$ cat config.mk
export PLATFORM = sky130hd
export DESIGN_NAME = hdlc_bit_framer
export DESIGN_NICKNAME = d
export VERILOG_FILES = /design/src/sv/hbf_pkg.sv /design/src/sv/hbf_front.sv /design/src/sv/hbf_queue.sv /design/src/sv/hbf_serializer.sv /design/src/sv/hdlc_bit_framer.sv
export SDC_FILE = /design/constraint.sdc
export NUM_CORES = 1
export LEC_CHECK = 0
export ABC_AREA = 1
export BUFFER_PORTS_ARGS = -buffer_cell sky130_fd_sc_hd__buf_2
export CORE_ASPECT_RATIO = 1.5
export CORE_MARGIN = 2
export CORE_UTILIZATION = 30
export DETAILED_ROUTE_END_ITERATION = 10
export HOLD_SLACK_MARGIN = 0.08
export PLACE_DENSITY = 0.51
export SYNTH_ARGS = -nofsm -noshare
export SYNTH_HDL_FRONTEND = slang
export SYNTH_SLANG_ARGS = --single-unit
$ cat constraint.sdc
create_clock -name clk -period 6.3 [get_ports clk]
set_clock_uncertainty 0.05 [all_clocks]
set_input_delay 0.945 -clock clk [delete_from_list [all_inputs] [get_ports clk]]
set_output_delay 0.945 -clock clk [all_outputs]
set_load 0.005 [all_outputs]
$ cat src/sv/hbf_pkg.sv
// Shared types, constants and CRC function for the HDLC bit framer.
`timescale 1ns / 1ps

package hbf_pkg;

	localparam int MAX_PREAMBLE = 16;
	localparam int PRE_W = 5;
	localparam int QDEPTH = 2;
	localparam int QPTR_W = $clog2(QDEPTH);
	localparam int QCNT_W = $clog2(QDEPTH + 1);

	localparam logic [15:0] CRC_POLY = 16'h8408;
	localparam logic [15:0] CRC_INIT = 16'hFFFF;
	localparam logic [7:0] FLAG = 8'h7E;

	localparam logic [2:0] ADDR_PREAMBLE = 3'd0;

	typedef struct packed {
		logic [7:0] data;
		logic last;
		logic first;
		logic [PRE_W-1:0] pre;
		logic [15:0] fcs;
	} item_t;

	typedef struct packed {
		logic full;
		logic empty;
	} qstat_t;

	function automatic logic [15:0] crc_byte(input logic [15:0] crc, input logic [7:0] b);
		logic [15:0] c;
		c = crc ^ {8'h00, b};
		for (int i = 0; i < 8; i++) begin
			c = c[0] ? ((c >> 1) ^ CRC_POLY) : (c >> 1);
		end
		return c;
	endfunction

endpackage

$ cat src/sv/hbf_front.sv
// Front end: accepts payload bytes, tracks frame state and CRC, builds queue entries.
`timescale 1ns / 1ps

module hbf_front (
	input  logic clk,
	input  logic arst_n,
	input  logic in_valid,
	output logic in_ready,
	input  logic [7:0] data_byte,
	input  logic last_byte,
	input  logic [hbf_pkg::PRE_W-1:0] preamble_zeros,
	input  hbf_pkg::qstat_t qstat,
	output logic push,
	output hbf_pkg::item_t push_item
);

	logic inside_q;
	logic [15:0] crc_q;
	logic [15:0] crc_start;
	logic [15:0] crc_next;
	logic [hbf_pkg::PRE_W-1:0] pre_sat;

	assign in_ready = !qstat.full;
	assign push = in_valid && in_ready;

	assign crc_start = inside_q ? crc_q : hbf_pkg::CRC_INIT;
	assign crc_next = hbf_pkg::crc_byte(crc_start, data_byte);
	assign pre_sat = (preamble_zeros > hbf_pkg::PRE_W'(hbf_pkg::MAX_PREAMBLE)) ?
		hbf_pkg::PRE_W'(hbf_pkg::MAX_PREAMBLE) : preamble_zeros;

	always_comb begin
		push_item.data = data_byte;
		push_item.last = last_byte;
		push_item.first = !inside_q;
		push_item.pre = pre_sat;
		push_item.fcs = crc_next ^ hbf_pkg::CRC_INIT;
	end

	always_ff @(posedge clk or negedge arst_n) begin
		if (!arst_n) begin
			inside_q <= 1'b0;
			crc_q <= hbf_pkg::CRC_INIT;
		end else if (push) begin
			if (last_byte) begin
				inside_q <= 1'b0;
				crc_q <= hbf_pkg::CRC_INIT;
			end else begin
				inside_q <= 1'b1;
				crc_q <= crc_next;
			end
		end
	end

endmodule

$ cat src/sv/hbf_queue.sv
// Short queue of classified bytes between front end and serializer.
`timescale 1ns / 1ps

module hbf_queue (
	input  logic clk,
	input  logic arst_n,
	input  logic push,
	input  hbf_pkg::item_t push_item,
	input  logic pop,
	output hbf_pkg::item_t pop_item,
	output hbf_pkg::qstat_t qstat
);

	hbf_pkg::item_t mem_q [hbf_pkg::QDEPTH];
	logic [hbf_pkg::QPTR_W-1:0] wptr_q;
	logic [hbf_pkg::QPTR_W-1:0] rptr_q;
	logic [hbf_pkg::QCNT_W-1:0] cnt_q;

	assign qstat.full = (cnt_q == hbf_pkg::QCNT_W'(hbf_pkg::QDEPTH));
	assign qstat.empty = (cnt_q == '0);
	assign pop_item = mem_q[rptr_q];

	always_ff @(posedge clk) begin
		if (push) begin
			mem_q[wptr_q] <= push_item;
		end
	end

	always_ff @(posedge clk or negedge arst_n) begin
		if (!arst_n) begin
			wptr_q <= '0;
			rptr_q <= '0;
			cnt_q <= '0;
		end else begin
			if (push) begin
				wptr_q <= (wptr_q == hbf_pkg::QPTR_W'(hbf_pkg::QDEPTH - 1)) ? '0 :
					wptr_q + 1'b1;
			end
			if (pop) begin
				rptr_q <= (rptr_q == hbf_pkg::QPTR_W'(hbf_pkg::QDEPTH - 1)) ? '0 :
					rptr_q + 1'b1;
			end
			if (push && !pop) begin
				cnt_q <= cnt_q + 1'b1;
			end else if (pop && !push) begin
				cnt_q <= cnt_q - 1'b1;
			end
		end
	end

endmodule

$ cat src/sv/hbf_serializer.sv
// Back end: emits preamble, flags, payload and FCS bits with zero stuffing.
`timescale 1ns / 1ps

module hbf_serializer (
	input  logic clk,
	input  logic arst_n,
	input  hbf_pkg::qstat_t qstat,
	input  hbf_pkg::item_t pop_item,
	output logic pop,
	output logic out_valid,
	input  logic out_ready,
	output logic out_bit,
	output logic frame_start,
	output logic run_last
);

	typedef enum logic [2:0] {
		IDLE, PRE, OFLAG, DATA, FCS_LO, FCS_HI, CFLAG, ENDP
	} phase_t;

	phase_t phase_q, phase_d;
	logic [4:0] cnt_q, cnt_d;
	logic stuff_q, stuff_d;
	logic [2:0] ones_q, ones_d;
	logic spend_q, spend_d;
	logic [7:0] sh_q;
	logic last_q;
	logic [15:0] fcs_q;
	logic [hbf_pkg::PRE_W-1:0] pre_q;
	logic ovalid_q, obit_q, ostart_q, olast_q;

	logic adv, emit, load, content;
	logic e_bit, e_start, e_end;

	assign adv = !ovalid_q || out_ready;
	assign emit = adv && (phase_q != IDLE);
	assign load = !qstat.empty && ((phase_q == IDLE) || (emit && e_end));
	assign pop = load;

	assign out_valid = ovalid_q;
	assign out_bit = obit_q;
	assign frame_start = ostart_q;
	assign run_last = olast_q;

	always_comb begin
		phase_d = phase_q;
		cnt_d = cnt_q;
		stuff_d = stuff_q;
		ones_d = ones_q;
		spend_d = spend_q;
		e_bit = 1'b0;
		e_start = 1'b0;
		e_end = 1'b0;
		content = 1'b0;
		if (stuff_q) begin
			stuff_d = 1'b0;
			ones_d = '0;
			e_end = (phase_q == ENDP);
		end else begin
			case (phase_q)
				PRE: begin
					e_start = spend_q;
					spend_d = 1'b0;
					if (cnt_q == pre_q - 5'd1) begin
						phase_d = OFLAG;
						cnt_d = '0;
					end else begin
						cnt_d = cnt_q + 5'd1;
					end
				end
				OFLAG, CFLAG: begin
					e_bit = hbf_pkg::FLAG[cnt_q[2:0]];
					e_start = spend_q;
					spend_d = 1'b0;
					cnt_d = cnt_q + 5'd1;
					if (cnt_q[2:0] == 3'd7) begin
						cnt_d = '0;
						if (phase_q == OFLAG) begin
							phase_d = DATA;
						end else begin
							e_end = 1'b1;
							ones_d = '0;
						end
					end
				end
				DATA: begin
					e_bit = sh_q[cnt_q[2:0]];
					content = 1'b1;
				end
				FCS_LO: begin
					e_bit = fcs_q[cnt_q[2:0]];
					content = 1'b1;
				end
				FCS_HI: begin
					e_bit = fcs_q[{1'b1, cnt_q[2:0]}];
					content = 1'b1;
				end
				default: begin
				end
			endcase
		end
		if (content) begin
			if (e_bit) begin
				if (ones_q == 3'd4) begin
					ones_d = '0;
					stuff_d = 1'b1;
				end else begin
					ones_d = ones_q + 3'd1;
				end
			end else begin
				ones_d = '0;
			end
			cnt_d = cnt_q + 5'd1;
			if (cnt_q[2:0] == 3'd7) begin
				cnt_d = '0;
				case (phase_q)
					DATA: begin
						if (last_q) begin
							phase_d = FCS_LO;
						end else if (stuff_d) begin
							phase_d = ENDP;
						end else begin
							e_end = 1'b1;
						end
					end
					FCS_LO: phase_d = FCS_HI;
					default: phase_d = CFLAG;
				endcase
			end
		end
		if (e_end) begin
			phase_d = IDLE;
		end
	end

	always_ff @(posedge clk or negedge arst_n) begin
		if (!arst_n) begin
			phase_q <= IDLE;
			cnt_q <= '0;
			stuff_q <= 1'b0;
			ones_q <= '0;
			spend_q <= 1'b0;
			sh_q <= '0;
			last_q <= 1'b0;
			fcs_q <= '0;
			pre_q <= '0;
			ovalid_q <= 1'b0;
			obit_q <= 1'b0;
			ostart_q <= 1'b0;
			olast_q <= 1'b0;
		end else begin
			if (emit) begin
				ovalid_q <= 1'b1;
				obit_q <= e_bit;
				ostart_q <= e_start;
				olast_q <= e_end;
			end else if (out_ready) begin
				ovalid_q <= 1'b0;
			end
			if (load) begin
				cnt_q <= '0;
				stuff_q <= 1'b0;
				sh_q <= pop_item.data;
				last_q <= pop_item.last;
				fcs_q <= pop_item.fcs;
				pre_q <= pop_item.pre;
				spend_q <= pop_item.first;
				if (pop_item.first) begin
					ones_q <= '0;
					phase_q <= (pop_item.pre == '0) ? OFLAG : PRE;
				end else begin
					ones_q <= ones_d;
					phase_q <= DATA;
				end
			end else if (emit) begin
				phase_q <= phase_d;
				cnt_q <= cnt_d;
				stuff_q <= stuff_d;
				ones_q <= ones_d;
				spend_q <= spend_d;
			end
		end
	end

endmodule

$ cat src/sv/hdlc_bit_framer.sv
// Top level of the HDLC bit framer: register port, front end, queue, serializer.
// Throughput: one line bit per cycle from the serializer while out_ready is high
// and the queue is not empty; a byte goes out as its 8 data bits and any stuffed
// zeros, plus preamble and opening flag on a first byte, plus FCS and flag on a
// last.
// Reset clears the register, frame state, CRC, queue and serializer at once.
`timescale 1ns / 1ps

module hdlc_bit_framer (
	input  logic clk,
	input  logic arst_n,
	input  logic psel,
	input  logic penable,
	input  logic pwrite,
	input  logic [2:0] paddr,
	input  logic [31:0] pwdata,
	output logic [31:0] prdata,
	output logic pready,
	input  logic in_valid,
	output logic in_ready,
	input  logic [7:0] data_byte,
	input  logic last_byte,
	output logic out_valid,
	input  logic out_ready,
	output logic out_bit,
	output logic frame_start,
	output logic run_last
);

	logic [hbf_pkg::PRE_W-1:0] preamble_q;
	logic push, pop;
	hbf_pkg::item_t push_item, pop_item;
	hbf_pkg::qstat_t qstat;
	logic sel_pre;

	assign pready = 1'b1;
	assign sel_pre = ({paddr[2], 2'b00} == hbf_pkg::ADDR_PREAMBLE);
	assign prdata = sel_pre ? {{(32 - hbf_pkg::PRE_W){1'b0}}, preamble_q} : '0;

	always_ff @(posedge clk or negedge arst_n) begin
		if (!arst_n) begin
			preamble_q <= '0;
		end else if (psel && penable && pwrite && pready && sel_pre) begin
			preamble_q <= pwdata[hbf_pkg::PRE_W-1:0];
		end
	end

	hbf_front u_front (
		.clk(clk),
		.arst_n(arst_n),
		.in_valid(in_valid),
		.in_ready(in_ready),
		.data_byte(data_byte),
		.last_byte(last_byte),
		.preamble_zeros(preamble_q),
		.qstat(qstat),
		.push(push),
		.push_item(push_item)
	);

	hbf_queue u_queue (
		.clk(clk),
		.arst_n(arst_n),
		.push(push),
		.push_item(push_item),
		.pop(pop),
		.pop_item(pop_item),
		.qstat(qstat)
	);

	hbf_serializer u_ser (
		.clk(clk),
		.arst_n(arst_n),
		.qstat(qstat),
		.pop_item(pop_item),
		.pop(pop),
		.out_valid(out_valid),
		.out_ready(out_ready),
		.out_bit(out_bit),
		.frame_start(frame_start),
		.run_last(run_last)
	);

endmodule

==> out/metrics.cfg <==
[clocking]
cts_buffers=17
cts_setup_buffers=0
cts_root_buffer=clkbuf_16
cts_tree=built
cts_max_level=4
ctsResizeCount=0
clk_pin_slew_ns=0.06
cts_buffer_depth=2
insertion_delay_ns=0.42
cts_sinks=135
postCtsHoldBufs=0

[critical_path]
worst_r2r_path_depth=16
critPathKind=reg2reg
cp-end-kind=flip-flop
critPathTopFamily=simple AND/OR/NAND/NOR gates
critPathMostFrequentCell=nand2_1
path_cells=inv_2 -> ha_1 -> nand2_1 -> nand3_1 -> a21boi_1 -> nand2_2 -> nand3_1 -> nand2_1 -> nand2_1 -> nand2_2 -> nand2_4 -> nand2_4 -> ha_1 -> a21oi_1 -> o21ai_0 -> xor2_1
cp-endpoint=u_queue.cnt_q[1]
setup.worst_path.start=u_ser.cnt_q[0]
crit_slowest_cell=dfrtp_1
path_depth=16
cp.arrival_ns=3.91
required_ns=6.55
critPathMaxStageDelay_ns=0.72
cp_num_buf_inv=1
start_kind=flip-flop
r2r_slack_ns=2.64
r2r-start=u_ser.cnt_q[0]
r2r-end=u_queue.cnt_q[1]
critPathMaxFanout=82

[place]
portBuffers=31
pre_cts_ws_ns=2.58
place.gp.congestion=0.827
hpwl_mm=9.33

[cells_and_area]
final_util_pct=34.4
fin_nets=760
num_antenna_cells=0
drive_gt1_share_pct=13.7
fillers=2261
area_delta_synth_final_pct=13.2

[timing]
fin_crit_ns=3.66
worst_pin_slew_ns=0.993
max_freq_ghz=0.273
setup_violations=0
fin_setup_tns_ns=0
slew_headroom_pct=33.8
finalHoldViolCount=0
rsz0062_at_grt=false
worst_slack_ns=2.64
final.period_utilization_pct=58.1
report.final.slew_viol_count=0

[grt]
grt_pass1_wl_mm=22.6
track_usage_pct=12.5
grt_pass1_vias=4453
antenna_found_initial=0
overflow=0
grt_max_degree=83

[floorplanning]
floorplan.initialDensity_pct=30.4
fp-row-count=66
dieWidth_um=125
coreArea_um2=21600
dieArea_um2=23200
die_y_um=185
io_pins=89

[detailed_routing]
first_iter_violations=252
drtPass1Iterations=4
via_count=4396
drt_wl_total_mm=13.8
antenna_left=0
drc_errors=0
vias_per_cell=4.45
routedWlPerCell_um=14.0

[synthesis]
async_reset_ff_share_pct=54.1
synth_area_um2=6580
synth_edf_count=62
synth-seq-area-share_pct=56.3
synth_warnings=0
postSynthCellCount=672
synthFlopType=edfxtp_1
syn_area_per_cell_um2=9.80
synth_seq_cells=135
synth.distinct_cells=39

[outcome]
outcome=complete, no violations

[flow_run]
cap_viol_max_count=0

[pwr]
peakVddDrop_mv=0.179
cellPowerDensity_nw_per_um2=506
p_leak_uw=0.00331

[min_path]
hold_path_class=in2async

[logic make-up after synthesis]
logic type,share of synthesized area (%)
buffers and inverters,9.69
other,0.114
and+or+nand+nor,16.1
DFF,56.3
xor gates and xnor gates,4.26
AOI/OAI and AO/OA,7.60
adders and majority gates,1.33
muxes,4.56
[state kept, by name (all words and copies together), names as in the netlist]
name,flops
u_queue.rptr_q,1
preamble_q,5
u_ser.ones_q,3
u_front.inside_q,1
u_ser.spend_q,1
u_queue.mem_q,62
u_ser.cnt_q,5
u_ser.pre_q,5
u_ser.sh_q,8
u_ser.last_q,1
u_queue.cnt_q,2
u_ser.phase_q,3
u_ser.out_valid,1
u_queue.wptr_q,1
u_ser.run_last,1
u_front.crc_q,16
u_ser.frame_start,1
u_ser.out_bit,1
u_ser.stuff_q,1
u_ser.fcs_q,16
[cells in the mapped netlist, types with 4 or more instances]
cell type | count | area (µm²)
a21oi_1 | 8 | 40.0
buf_2 | 9 | 45.0
buf_4 | 34 | 255
clkbuf_1 | 7 | 26.3
dfrtp_1 | 57 | 1430
dfstp_2 | 16 | 420
edfxtp_1 | 62 | 1860
ha_1 | 7 | 87.6
inv_1 | 80 | 300
mux2i_1 | 30 | 300
nand2_1 | 131 | 492
nand3_1 | 40 | 200
nand4_1 | 11 | 68.8
nor2_1 | 43 | 161
nor3_1 | 5 | 25.0
o211ai_1 | 6 | 45.0
o21ai_0 | 28 | 140
o21ai_1 | 31 | 155
o22ai_1 | 4 | 25.0
xnor2_1 | 18 | 158
xor2_1 | 14 | 123
[metrics by stage]
stage,cell area [µm²],cells,hold WS [ns],total power [µW]
2_1_floorplan,6680,698,0.396,2540
4_1_cts,7450,987,0.242,3820
3_3_place_gp,6890,955,0.406,2840
3_5_place_dp,6890,955,0.419,2870
5_1_grt,7450,987,0.243,4060
6_report,7450,987,0.262,3770
[how the worst min path moves through the flow]
stage                     cells past startpoint  slack [ns]                   end        startpoint
after detailed placement                      1        0.42      u_queue.cnt_q[0]  u_queue.cnt_q[0]
after floorplan                               1        0.40      u_queue.cnt_q[0]  u_queue.cnt_q[0]
after CTS                                     1        0.24         preamble_q[2]            arst_n
after global routing                          1        0.24         preamble_q[3]            arst_n
after global placement                        0        0.41  u_queue.mem_q[0][20]     preamble_q[4]
final                                         1        0.26         preamble_q[3]            arst_n
[power by group]
part,switching [µW],internal (µW)
combinational,804,460
clock,377,563
sequential,220,1340
total,1400,2370
[layout make-up]
cell class	count	area [µm²]	share of cell area, %
inverter	83	312	4.18
clock buffer	21	460	6.18
clock inverter	11	101	1.36
multi-input combinational	430	2340	31.4
tap	272	340	4.57
sequential	135	3710	49.8
timing repair buffer	35	188	2.52
[cell usage in the layout (no fill, tap or decap), types with 5 or more instances in the layout]
master,n
conb_1,28
o211ai_1,6
o21ai_1,31
a21oi_1,8
edfxtp_1,62
nand4_1,11
dfstp_2,16
nor3_1,5
inv_1,80
mux2i_1,30
clkbuf_16,17
nor2_1,41
xnor2_1,18
nand2_1,131
nand3_1,40
xor2_1,14
buf_4,5
ha_1,7
dfrtp_1,56
buf_2,30
o21ai_0,28
[layer usage]
layer | part of all wire, % | global-route usage, % | vias up | routed length, µm
met5 | 0 | 0 | - | 0
met4 | 1.6 | 5.29 | 0 | 226
met3 | 2.7 | 2.74 | 14 | 380
met2 | 55 | 23.6 | 64 | 7540
met1 | 41 | 13.4 | 2083 | 5680
li1 | - | - | 2235 | -
Note: power is estimated with default switching activity, not from simulation.
